<file path="src/rtl/fsba_pkg.sv">
// Shared constants, codes and the result record of the block allocator.
// No dependencies.
`timescale 1ns / 1ps

package fsba_pkg;

    localparam int DEF_MAX_SEGMENTS = 64;
    localparam int DEF_SIZE_WIDTH   = 16;
    localparam int POOL_RESET       = 4096;

    localparam int ACT_W      = 2;
    localparam int REQ_W      = 16;
    localparam int STAT_W     = 2;
    localparam int OUT_IDX_W  = 6;
    localparam int OUT_SIZE_W = 16;

    localparam logic [ACT_W-1:0] ACT_FIRST = 2'd0;
    localparam logic [ACT_W-1:0] ACT_BEST  = 2'd1;
    localparam logic [ACT_W-1:0] ACT_WORST = 2'd2;
    localparam logic [ACT_W-1:0] ACT_FREE  = 2'd3;

    localparam logic [STAT_W-1:0] ST_DONE   = 2'd0;
    localparam logic [STAT_W-1:0] ST_NO_FIT = 2'd1;
    localparam logic [STAT_W-1:0] ST_FULL   = 2'd2;
    localparam logic [STAT_W-1:0] ST_NONE   = 2'd3;

    typedef struct packed {
        logic [STAT_W-1:0]     status;
        logic [OUT_IDX_W-1:0]  index;
        logic [OUT_SIZE_W-1:0] size;
        logic [OUT_SIZE_W-1:0] start;
    } result_t;

endpackage

</file>
<file path="src/rtl/fsba_seg_mem.sv">
// Segment table storage: one write port, one read port, registered read data.
// Depends on fsba_pkg for default sizes.
`timescale 1ns / 1ps

module fsba_seg_mem #(
    parameter int DEPTH = fsba_pkg::DEF_MAX_SEGMENTS,
    parameter int WIDTH = fsba_pkg::DEF_SIZE_WIDTH + 1
) (
    input  logic                     clk,
    input  logic                     we,
    input  logic [$clog2(DEPTH)-1:0] waddr,
    input  logic [WIDTH-1:0]         wdata,
    input  logic                     re,
    input  logic [$clog2(DEPTH)-1:0] raddr,
    output logic [WIDTH-1:0]         rdata
);

    logic [WIDTH-1:0] mem [DEPTH];
    logic [WIDTH-1:0] rdata_reg;

    always_ff @(posedge clk)
    begin
        if (we)
        begin
            mem[waddr] <= wdata;
        end
    end

    always_ff @(posedge clk)
    begin
        if (re)
        begin
            rdata_reg <= mem[raddr];
        end
    end

    assign rdata = rdata_reg;

endmodule

</file>
<file path="src/rtl/fsba_ctrl.sv">
// Allocator sequencer: scan, decide, shift-insert and result register.
// Depends on fsba_pkg; drives the ports of fsba_seg_mem.
`timescale 1ns / 1ps

module fsba_ctrl #(
    parameter int MAX_SEGMENTS = fsba_pkg::DEF_MAX_SEGMENTS,
    parameter int SIZE_WIDTH   = fsba_pkg::DEF_SIZE_WIDTH
) (
    input  logic                            clk,
    input  logic                            rst_n,
    input  logic                            cfg_wr_en,
    input  logic [15:0]                     cfg_wr_data,
    input  logic                            in_valid,
    output logic                            in_ready,
    input  logic [fsba_pkg::ACT_W-1:0]      in_action,
    input  logic [fsba_pkg::REQ_W-1:0]      in_req,
    output logic                            out_valid,
    input  logic                            out_ready,
    output fsba_pkg::result_t               out_result,
    output logic                            mem_we,
    output logic [$clog2(MAX_SEGMENTS)-1:0] mem_waddr,
    output logic [SIZE_WIDTH:0]             mem_wdata,
    output logic                            mem_re,
    output logic [$clog2(MAX_SEGMENTS)-1:0] mem_raddr,
    input  logic [SIZE_WIDTH:0]             mem_rdata
);

    import fsba_pkg::*;

    localparam int IDX_W = $clog2(MAX_SEGMENTS);
    localparam int CNT_W = $clog2(MAX_SEGMENTS + 1);
    localparam int CMP_W = (SIZE_WIDTH > REQ_W) ? SIZE_WIDTH : REQ_W;

    localparam logic [2:0] S_INIT   = 3'd0;
    localparam logic [2:0] S_IDLE   = 3'd1;
    localparam logic [2:0] S_SCAN   = 3'd2;
    localparam logic [2:0] S_DECIDE = 3'd3;
    localparam logic [2:0] S_SHIFT  = 3'd4;
    localparam logic [2:0] S_SPLIT  = 3'd5;
    localparam logic [2:0] S_FINISH = 3'd6;
    localparam logic [2:0] S_DONE   = 3'd7;

    logic [2:0]            state_reg,      state_next;
    logic [SIZE_WIDTH-1:0] pool_reg,       pool_next;
    logic [CNT_W-1:0]      count_reg,      count_next;
    logic [ACT_W-1:0]      action_reg,     action_next;
    logic [REQ_W-1:0]      req_reg,        req_next;
    logic [CNT_W-1:0]      rd_ptr_reg,     rd_ptr_next;
    logic                  rd_pend_reg,    rd_pend_next;
    logic [IDX_W-1:0]      data_idx_reg,   data_idx_next;
    logic [SIZE_WIDTH-1:0] sum_reg,        sum_next;
    logic                  found_reg,      found_next;
    logic [IDX_W-1:0]      pick_reg,       pick_next;
    logic [SIZE_WIDTH-1:0] pick_size_reg,  pick_size_next;
    logic [SIZE_WIDTH-1:0] pick_start_reg, pick_start_next;
    result_t               result_reg,     result_next;
    logic                  out_valid_reg,  out_valid_next;
    result_t               out_result_reg, out_result_next;

    logic                  ent_free;
    logic [SIZE_WIDTH-1:0] ent_size;
    logic                  fits;
    logic                  take;
    logic                  issue;
    logic [IDX_W-1:0]      last_idx;
    logic                  need_split;
    logic [SIZE_WIDTH-1:0] req_sz;
    result_t               pick_result;

    assign ent_free   = mem_rdata[SIZE_WIDTH];
    assign ent_size   = mem_rdata[SIZE_WIDTH-1:0];
    assign fits       = ent_free && (CMP_W'(ent_size) >= CMP_W'(req_reg));
    assign last_idx   = IDX_W'(count_reg - 1'b1);
    assign need_split = CMP_W'(pick_size_reg) > CMP_W'(req_reg);
    assign req_sz     = SIZE_WIDTH'(req_reg);

    always_comb
    begin
        pick_result.status = ST_DONE;
        pick_result.index  = OUT_IDX_W'(pick_reg);
        pick_result.size   = OUT_SIZE_W'(pick_size_reg);
        pick_result.start  = OUT_SIZE_W'(pick_start_reg);
    end

    // A free takes the first allocated entry; allocates follow the fit rule.
    always_comb
    begin
        if (action_reg == ACT_FREE)
        begin
            take = !ent_free && !found_reg;
        end
        else
        begin
            take = fits && (!found_reg
                || (action_reg == ACT_BEST  && ent_size < pick_size_reg)
                || (action_reg == ACT_WORST && ent_size > pick_size_reg));
        end
    end

    always_comb
    begin
        state_next      = state_reg;
        pool_next       = pool_reg;
        count_next      = count_reg;
        action_next     = action_reg;
        req_next        = req_reg;
        rd_ptr_next     = rd_ptr_reg;
        rd_pend_next    = 1'b0;
        data_idx_next   = data_idx_reg;
        sum_next        = sum_reg;
        found_next      = found_reg;
        pick_next       = pick_reg;
        pick_size_next  = pick_size_reg;
        pick_start_next = pick_start_reg;
        result_next     = result_reg;
        out_valid_next  = out_valid_reg && !out_ready;
        out_result_next = out_result_reg;
        mem_we          = 1'b0;
        mem_waddr       = '0;
        mem_wdata       = '0;
        issue           = 1'b0;

        unique case (state_reg)
            S_INIT:
            begin
                mem_we     = 1'b1;
                mem_waddr  = '0;
                mem_wdata  = {1'b1, pool_reg};
                count_next = CNT_W'(1);
                state_next = S_IDLE;
            end
            S_IDLE:
            begin
                if (in_valid)
                begin
                    action_next = in_action;
                    req_next    = in_req;
                    rd_ptr_next = '0;
                    sum_next    = '0;
                    found_next  = 1'b0;
                    state_next  = S_SCAN;
                end
            end
            S_SCAN:
            begin
                issue = rd_ptr_reg < count_reg;
                if (issue)
                begin
                    rd_ptr_next   = rd_ptr_reg + 1'b1;
                    rd_pend_next  = 1'b1;
                    data_idx_next = IDX_W'(rd_ptr_reg);
                end
                if (rd_pend_reg)
                begin
                    sum_next = sum_reg + ent_size;
                    if (take)
                    begin
                        found_next      = 1'b1;
                        pick_next       = data_idx_reg;
                        pick_size_next  = ent_size;
                        pick_start_next = sum_reg;
                    end
                    if (data_idx_reg == last_idx)
                    begin
                        state_next = S_DECIDE;
                    end
                end
            end
            S_DECIDE:
            begin
                state_next = S_DONE;
                if (!found_reg)
                begin
                    result_next        = '0;
                    result_next.status = (action_reg == ACT_FREE) ? ST_NONE : ST_NO_FIT;
                end
                else if (action_reg == ACT_FREE)
                begin
                    mem_we      = 1'b1;
                    mem_waddr   = pick_reg;
                    mem_wdata   = {1'b1, pick_size_reg};
                    result_next = pick_result;
                end
                else if (!need_split)
                begin
                    mem_we      = 1'b1;
                    mem_waddr   = pick_reg;
                    mem_wdata   = {1'b0, pick_size_reg};
                    result_next = pick_result;
                end
                else if (count_reg == CNT_W'(MAX_SEGMENTS))
                begin
                    result_next        = pick_result;
                    result_next.status = ST_FULL;
                end
                else
                begin
                    // Move entries above the pick up by one, top entry first.
                    rd_ptr_next = count_reg - 1'b1;
                    state_next  = S_SHIFT;
                end
            end
            S_SHIFT:
            begin
                issue = rd_ptr_reg > CNT_W'(pick_reg);
                if (issue)
                begin
                    rd_ptr_next   = rd_ptr_reg - 1'b1;
                    rd_pend_next  = 1'b1;
                    data_idx_next = IDX_W'(rd_ptr_reg);
                end
                if (rd_pend_reg)
                begin
                    mem_we    = 1'b1;
                    mem_waddr = IDX_W'(data_idx_reg + 1'b1);
                    mem_wdata = mem_rdata;
                end
                if (!issue && !rd_pend_reg)
                begin
                    state_next = S_SPLIT;
                end
            end
            S_SPLIT:
            begin
                mem_we     = 1'b1;
                mem_waddr  = IDX_W'(pick_reg + 1'b1);
                mem_wdata  = {1'b1, pick_size_reg - req_sz};
                state_next = S_FINISH;
            end
            S_FINISH:
            begin
                mem_we           = 1'b1;
                mem_waddr        = pick_reg;
                mem_wdata        = {1'b0, req_sz};
                count_next       = count_reg + 1'b1;
                result_next      = pick_result;
                result_next.size = OUT_SIZE_W'(req_sz);
                state_next       = S_DONE;
            end
            S_DONE:
            begin
                // Hold until the output register is free.
                if (!out_valid_reg || out_ready)
                begin
                    out_valid_next  = 1'b1;
                    out_result_next = result_reg;
                    state_next      = S_IDLE;
                end
            end
        endcase

        if (cfg_wr_en)
        begin
            pool_next  = SIZE_WIDTH'(cfg_wr_data);
            state_next = S_INIT;
        end
    end

    assign mem_re    = issue;
    assign mem_raddr = IDX_W'(rd_ptr_reg);

    always_ff @(posedge clk or negedge rst_n)
    begin
        if (!rst_n)
        begin
            state_reg     <= S_INIT;
            pool_reg      <= SIZE_WIDTH'(POOL_RESET);
            count_reg     <= CNT_W'(1);
            rd_pend_reg   <= 1'b0;
            found_reg     <= 1'b0;
            out_valid_reg <= 1'b0;
        end
        else
        begin
            state_reg     <= state_next;
            pool_reg      <= pool_next;
            count_reg     <= count_next;
            rd_pend_reg   <= rd_pend_next;
            found_reg     <= found_next;
            out_valid_reg <= out_valid_next;
        end
    end

    always_ff @(posedge clk)
    begin
        action_reg     <= action_next;
        req_reg        <= req_next;
        rd_ptr_reg     <= rd_ptr_next;
        data_idx_reg   <= data_idx_next;
        sum_reg        <= sum_next;
        pick_reg       <= pick_next;
        pick_size_reg  <= pick_size_next;
        pick_start_reg <= pick_start_next;
        result_reg     <= result_next;
        out_result_reg <= out_result_next;
    end

    assign in_ready   = (state_reg == S_IDLE);
    assign out_valid  = out_valid_reg;
    assign out_result = out_result_reg;

endmodule

</file>
<file path="src/rtl/fit_strategy_block_allocator.sv">
// Each request scans all n entries (n = segment count) and then decides; a free, a refusal
// or an exact fit ends there, while a split first moves the entries above the pick up by one,
// then writes the free remainder and the allocated part. Throughput: one transaction at a time;
// the next input can be taken from the cycle the result is presented, later while a result is held.
// Reset (rst_n low, asynchronous) and any pool_size write pass through an init state that
// reloads entry zero with a free segment spanning the pool; no input is taken then.
`timescale 1ns / 1ps

module fit_strategy_block_allocator #(
    parameter int MAX_SEGMENTS = fsba_pkg::DEF_MAX_SEGMENTS,
    parameter int SIZE_WIDTH   = fsba_pkg::DEF_SIZE_WIDTH
) (
    input  logic        clk,
    input  logic        rst_n,
    input  logic        cfg_wr_en,
    input  logic [15:0] cfg_wr_data,  // pool_size
    input  logic        s_tvalid,
    output logic        s_tready,
    input  logic [15:0] s_tdata,      // request_size
    input  logic [1:0]  s_tuser,      // action
    output logic        m_tvalid,
    input  logic        m_tready,
    output logic [39:0] m_tdata,      // segment_index, segment_size, segment_start, zero pad
    output logic [1:0]  m_tuser       // status
);

    import fsba_pkg::*;

    localparam int IDX_W = $clog2(MAX_SEGMENTS);

    logic                  mem_we;
    logic [IDX_W-1:0]      mem_waddr;
    logic [SIZE_WIDTH:0]   mem_wdata;
    logic                  mem_re;
    logic [IDX_W-1:0]      mem_raddr;
    logic [SIZE_WIDTH:0]   mem_rdata;
    result_t               result;

    fsba_ctrl #(
        .MAX_SEGMENTS (MAX_SEGMENTS),
        .SIZE_WIDTH   (SIZE_WIDTH)
    ) u_ctrl (
        .clk         (clk),
        .rst_n       (rst_n),
        .cfg_wr_en   (cfg_wr_en),
        .cfg_wr_data (cfg_wr_data),
        .in_valid    (s_tvalid),
        .in_ready    (s_tready),
        .in_action   (s_tuser),
        .in_req      (s_tdata),
        .out_valid   (m_tvalid),
        .out_ready   (m_tready),
        .out_result  (result),
        .mem_we      (mem_we),
        .mem_waddr   (mem_waddr),
        .mem_wdata   (mem_wdata),
        .mem_re      (mem_re),
        .mem_raddr   (mem_raddr),
        .mem_rdata   (mem_rdata)
    );

    fsba_seg_mem #(
        .DEPTH (MAX_SEGMENTS),
        .WIDTH (SIZE_WIDTH + 1)
    ) u_mem (
        .clk   (clk),
        .we    (mem_we),
        .waddr (mem_waddr),
        .wdata (mem_wdata),
        .re    (mem_re),
        .raddr (mem_raddr),
        .rdata (mem_rdata)
    );

    assign m_tdata = {2'b00, result.start, result.size, result.index};
    assign m_tuser = result.status;

endmodule

</file>
<file path="config.mk">
export PLATFORM = sky130hd
export DESIGN_NAME = fit_strategy_block_allocator
export DESIGN_NICKNAME = d
export VERILOG_FILES = /design/src/rtl/fsba_pkg.sv /design/src/rtl/fsba_seg_mem.sv /design/src/rtl/fsba_ctrl.sv /design/src/rtl/fit_strategy_block_allocator.sv
export SDC_FILE = /design/constraint.sdc
export NUM_CORES = 1
export LEC_CHECK = 0
export BUFFER_PORTS_ARGS = -buffer_cell sky130_fd_sc_hd__buf_2
export CAP_MARGIN = 20
export CORE_MARGIN = 4
export CORE_UTILIZATION = 63
export DETAILED_ROUTE_END_ITERATION = 6
export GPL_TIMING_DRIVEN = 1
export PLACE_DENSITY = 0.8
export SYNTH_ARGS = -nofsm -noshare
export SYNTH_HDL_FRONTEND = slang
export SYNTH_SLANG_ARGS = --single-unit
</file>
<file path="constraint.sdc">
create_clock -name clk -period 8.9 [get_ports clk]
set_clock_uncertainty 0.05 [all_clocks]
set_input_delay 0 -clock clk [delete_from_list [all_inputs] [get_ports clk]]
set_output_delay 0 -clock clk [all_outputs]
set_load 0.005 [all_outputs]
</file>
# ---- Yosys cells after proc, flatten, opt, wreduce, memory -nomap -nowiden
# Memories as Yosys holds them, arrays and structs flattened. A register that Yosys moved wholly into a read port is not among the register bits.
# Cells that the tools add are included.
dict set report totals {
  ff_bits 194
  latchBits 0
  mem_bits_rw 1088
  mem_bits_ro 0
  out_inout_bits 44
  word_cells 156
  n_memories 1
}
dict set report classes {
  n_addsub 8
  mul 0
  n_div 0
  order_cmp 6
  eq_ne 27
  shift 0
  muxes 60
  bitwise_logic 0
  reduce_logical 32
}
# memory words width rd rd_ports_with_merged_regs write_ports line_no
set mem_list {}
lappend mem_list {u_mem.mem 64 17 1 1 1 fsba_seg_mem.sv:18} ;# logic [WIDTH-1:0] mem [DEPTH];
# operator count
set ops {}
lappend ops {{$mux W40} 4}
lappend ops {{$pmux W17 S5} 1}
lappend ops {{$pmux W40 S2} 1}
lappend ops {{$mux W17} 3}
lappend ops {{$mux W7} 7}
lappend ops {{$mux W16} 3}
lappend ops {{$mux W6} 6}
lappend ops {{$gt A16 B16 Y1} 2}
lappend ops {{$pmux W16 S2} 1}
lappend ops {{$pmux W7 S4} 1}
lappend ops {{$mux W3} 9}
lappend ops {{$pmux W3 S8} 1}
lappend ops {{$pmux W6 S4} 1}
lappend ops {{$add A16 B16 Y16} 1}
lappend ops {{$ge A16 B16 Y1} 1}
lappend ops {{$lt A16 B16 Y1} 1}
lappend ops {{$sub A16 B16 Y16} 1}
lappend ops {{$add A7 B1 Y7 const B} 2}
lappend ops {{$mux W1} 14}
lappend ops {{$pmux W7 S2} 1}
lappend ops {{$sub A7 B1 Y7 const B} 2}
lappend ops {{$add A6 B1 Y6 const B} 2}
lappend ops {{$eq A3 B3 Y1 const B} 4}
lappend ops {{$ne A2 B1 Y1 const B} 6}
lappend ops {{other kinds (28)} 58}

# ---- Logic depth before layout (Yosys ltp)
dict set report logic_depth {
  depth_word 9
  mapped_depth 14
  ltp_nobuf 12
}

# ---- Hierarchy
# A second synthesis with hierarchy kept.
dict set report unflattened {
  hier_cells 2832
  area_unflattened_um2 53018.3
}
# module instances cells_per_inst area_each_um2 seq_area_each_um2
set modules_own_cells {}
lappend modules_own_cells {fsba_seg_mem 1 1953 42519.5 33181.8}
lappend modules_own_cells {fsba_ctrl 1 876 10480.1 5683.0}
lappend modules_own_cells {fit_strategy_block_allocator 1 3 18.8 0.0}

# ---- Worst setup path before layout
# OpenSTA, ideal clock, no wires.
dict set report synth_timing {
  kind {flip-flop to flip-flop}
  start {register u_ctrl.state_reg[1]}
  end {memory u_mem.mem[0][3] in the netlist's numbering (data pin)}
  arrival_time_ps 5444
  required_time_ps 7842
  slack_ps 2398
  path_stages_with_launch 6
  n_path_buf 3
  synth_period_minus_slack_ps 6502
  path_cell_list {dfrtp_1 clkbuf_1 or3_1 clkbuf_1 clkbuf_1 o311ai_0}
}
dict set report synth_via {
  elab_chain_cells 2
}
# element line_no
set synth_lines {}
lappend synth_lines {{start: declaration} fsba_ctrl.sv:43} ;# logic [2:0] state_reg, state_next;
lappend synth_lines {{start signal: assignment} fsba_ctrl.sv:275} ;# state_reg <= state_next;
lappend synth_lines {{$eq A3 B3 Y1, or another cell as far along} fsba_ctrl.sv:123} ;# unique case (state_reg)
lappend synth_lines {{$pmux W17 S5 (*)} fsba_ctrl.sv:123}
lappend synth_lines {{net mem_wdata[3]} fit_strategy_block_allocator.sv:33} ;# logic [SIZE_WIDTH:0] mem_wdata;
lappend synth_lines {{end: declaration} fsba_seg_mem.sv:18}
# Mark *: on every way through the listed nets, which the timed path passes. The rest lies on a longest branch.

# ---- Worst setup path in the final report
dict set report layout_timing {
  start {register u_ctrl.pick_size_reg[0]}
  end {memory u_mem.mem[16][7] in the netlist's numbering, enable pin}
}
dict set report layout_via {
  elab_chain_cells 7
}
# element line_no
set layout_lines {}
lappend layout_lines {{start: declaration} fsba_ctrl.sv:54} ;# logic [SIZE_WIDTH-1:0] pick_size_reg, pick_size_next;
lappend layout_lines {{start signal: assignment} fsba_ctrl.sv:292} ;# pick_size_reg <= pick_size_next;
lappend layout_lines {{$gt A16 B16 Y1 (*)} fsba_ctrl.sv:74} ;# assign need_split = CMP_W'(pick_size_reg) > CMP_W'(req_reg);
lappend layout_lines {{$mux W1} fsba_ctrl.sv:184} ;# else if (!need_split)
lappend layout_lines {{$mux W1} fsba_ctrl.sv:177} ;# else if (action_reg == ACT_FREE)
lappend layout_lines {{$mux W1} fsba_ctrl.sv:172} ;# if (!found_reg)
lappend layout_lines {{$pmux W1 S3} fsba_ctrl.sv:123}
lappend layout_lines {{$mux W1} fsba_seg_mem.sv:23} ;# if (we)
lappend layout_lines {{$mux W1 (not written as such)} fsba_seg_mem.sv:25} ;# mem[waddr] <= wdata;
# Mark *: on every way between the ends. The rest lies on a longest branch, timed or not.

==> flow_summary.yaml <==
cts:
  clk_latency_ns: 0.74
  cts.sinks: 1299
  numCtsBuffers: 131
  clock_path_buffers: 3
  cts.clk_slew.worst_paths_ns: 0.06
  cts_tree: "done"
  cts.htree.levels: 4
  cts-resized-gates: 0
  root_buffer: "clkbuf_16"
yosys:
  synth_seq_area_share: 0.742
  synthCells: 2528
  synth.distinct_cells: 71
  syn_area_um2: 52400
  synth-seq-cells: 1299
  async_flop_share: 0.0223
  avgSynthCellArea_um2: 20.7
  yosysWarnings: 0
  yosys-top-cells-area: "edfxtp_1 73%, mux4_2 15%, ha_1 2.0%, dfrtp_1 1.3%, nor2_1 0.86%"
  synth_top_cell_area_share: 0.728
  yosys.area.top_type: "edfxtp_1"
  synth_edf_count: 1270
  synth_ff_type: "edfxtp_1"
worst_setup_path:
  critical-path-top-delay-family: "compound AO/OA/AOI/OAI gates"
  crit_buf_inv: 4
  cpPeakStageDelay_ns: 0.57
  worstSetupPathType: "reg2reg"
  required_ns: 9.27
  worst_setup_path_end_kind: "flip-flop"
  worstPathCellList: "inv_1 > ha_1 > inv_1 > fa_1 > a21o_1 > a21o_1 > a21oi_2 > o21ai_2 > a211oi_4 > buf_4 > a21o_1 > nand4b_1 > nor2_1 > buf_4"
  worst-path-max-fanout: 17
  cp.arrival_ns: 4.98
  critPathLaunchType: "flip-flop"
  slowest_stage: "nor2_1"
  cpMostUsedCell: "a21o_1"
timing:
  setup_violations: 0
  whs_ns: 0.222
  finalHoldViolCount: 0
  min_period_over_period: 0.519
  max_slew_margin: 0.217
  min_period_ns: 4.62
  worst_slew_pin_slew_ns: 1.17
  fmax_mhz: 217
  rsz0062_at_grt: "false"
  setup-tns-final_ns: 0
  finalMaxSlewViolations: 0
  setup_ws_ns: 4.28
drt:
  first_pass_iters: 7
  routedLengthMet1_um: 48100
  wl_met2_um: 65200
  maxUsedRoutingLayer: "met5"
  route.final.wire_length_um: 134000
  via_count: 27900
  drc_errors: 0
  ant_nets: 0
  route.met3.wl_um: 13300
  wl_per_cell_um: 33.5
  via_per_inst: 6.97
  first_iter_violations: 3782
placed_design:
  dp_slack_ns: 4.43
  port_buffers: 80
  place.gp.congestion: 0.933
  dp_hpwl_um: 76400
grt:
  grt_max_degree: 158
  gr-total-overflow: 0
  antenna_found_initial: 9
  grt_pass1_wl_um: 197000
  grt_pass1_vias: 28200
  grt_util_all_layers: 0.315
finish:
  fillerInstances: 4520
  fin_nets: 2950
  synthToLayoutAreaGrowth_pct: 14.0
  most-common-layout-cells: "1270 x edfxtp_1, 357 x mux4_2, 132 x clkbuf_16, 119 x nor2_1, 99 x buf_4"
  layout_commonest_cell: "edfxtp_1"
  drive_gt1_frac: 0.262
  largest_reg_flops: 1088
floorplanning:
  start_util: 0.637
  die_w_um: 296
  fp.dieH_um: 296
  row_count: 105
  io_pins: 83
  core_region_area_um2: 82200
  dieArea_um2: 87900
pwr:
  ir_drop_v: 0.000207
  p_total_w: 0.0150
  leakage_nw: 19.7
  p_per_area_nw_per_um2: 252
outcome:
  status: "finished, final reports clean"
min_path:
  hold_path_class: "in2reg"
flow_run:
  max-cap-violations: 0
-- where the power goes --
part           leakage [nW]  switching, W  internal, W
sequential             12.0     0.0000953      0.00715
clock                  2.01       0.00237      0.00303
combinational          5.74       0.00146     0.000932
total                  19.7       0.00393       0.0111
-- cell families (layout without fill, tap and decap cells) --
logic type      after synthesis  after routing  synth area share
flops                      1299           1299             0.742
mux                         376            376             0.157
simple gates                322            322            0.0293
compound gates              220            220            0.0298
buf+inv                     184            581            0.0140
fa+ha+maj                    87             87            0.0212
xor+xnor                     39             39           0.00652
other cells                   1              5         0.0000716
-- synthesized netlist by cell type (6+ instances only) --
| master | instances |
|---|---|
| o22ai_1 | 14 |
| xnor2_1 | 23 |
| a21oi_1 | 45 |
| buf_2 | 30 |
| mux4_2 | 357 |
| o31ai_1 | 9 |
| buf_1 | 13 |
| nand4_1 | 9 |
| nor2_1 | 120 |
| inv_1 | 67 |
| o21ai_0 | 26 |
| o21a_1 | 6 |
| clkbuf_1 | 70 |
| edfxtp_1 | 1270 |
| nor2b_1 | 29 |
| o211ai_1 | 12 |
| nand2_1 | 61 |
| xor2_1 | 16 |
| mux2_2 | 16 |
| a22oi_1 | 7 |
| or3_1 | 8 |
| a222oi_1 | 12 |
| and3_1 | 7 |
| nand3b_1 | 7 |
| nand2b_1 | 14 |
| a22o_1 | 15 |
| nand3_1 | 25 |
| ha_1 | 84 |
| dfrtp_1 | 27 |
| nor3_1 | 24 |
| a211oi_1 | 8 |
| a21o_1 | 20 |
-- metrics by stage --
step	utilization	instances	cell area [um^2]
6_report	0.727	3999	59800
5_1_grt	0.727	3996	59800
3_5_place_dp	0.664	3667	54600
2_1_floorplan	-	2529	52400
4_1_cts	0.726	3993	59700
3_3_place_gp	0.664	3666	54600
-- final cells by class --
| cell class | count | area, um^2 | area share |
|---|---|---|---|
| repair buffers | 277 | 2220 | 0.0371 |
| multi-input cells | 1046 | 12900 | 0.216 |
| flip-flops and latches | 1299 | 38900 | 0.650 |
| diodes | 3 | 7.51 | 0.000126 |
| inverters | 69 | 259 | 0.00433 |
| well taps | 1070 | 1340 | 0.0224 |
| clock buffers | 162 | 3430 | 0.0573 |
| clock inverters | 73 | 739 | 0.0124 |
-- final timing paths --
path,depth (start not counted),from,slack (ns),to
min in group asynchronous,3,rst_n,0.46,u_ctrl.count_reg[0]
max in group asynchronous,4,rst_n,8.10,u_ctrl.pool_reg[9]
setup / recovery,14,u_ctrl.pick_size_reg[0],4.28,u_mem.mem[16][7]
setup reg to reg,14,u_ctrl.pick_size_reg[0],4.28,u_mem.mem[16][7]
hold reg to reg,0,u_ctrl.result_reg[20],0.37,u_ctrl.out_result[20]
hold / removal,5,m_tready,0.22,u_ctrl.state_reg[2]
-- worst min-delay path, delay by kind of cell --
| family | cells | cell delay [ns] |
|---|---|---|
| AO/OA/AOI/OAI | 2 | 0.23 |
| buffers and inverters | 3 | 0.73 |
-- what timing repair did --
| action | CTS | global route |
|---|---|---|
| hold buffers | 91 | 0 |
| endpoints found under the hold margin | 74 | 0 |
| setup buffers | 0 | 0 |
-- per-layer routing --
| metal | up-vias | GRT usage |
|---|---|---|
| met5 | - | 0 |
| met4 | 2 | 0.151 |
| met3 | 347 | 0.0644 |
| met2 | 1970 | 0.499 |
| met1 | 14500 | 0.431 |
| li1 | 11100 | - |
No activity file was read; power rests on OpenSTA's default activity.
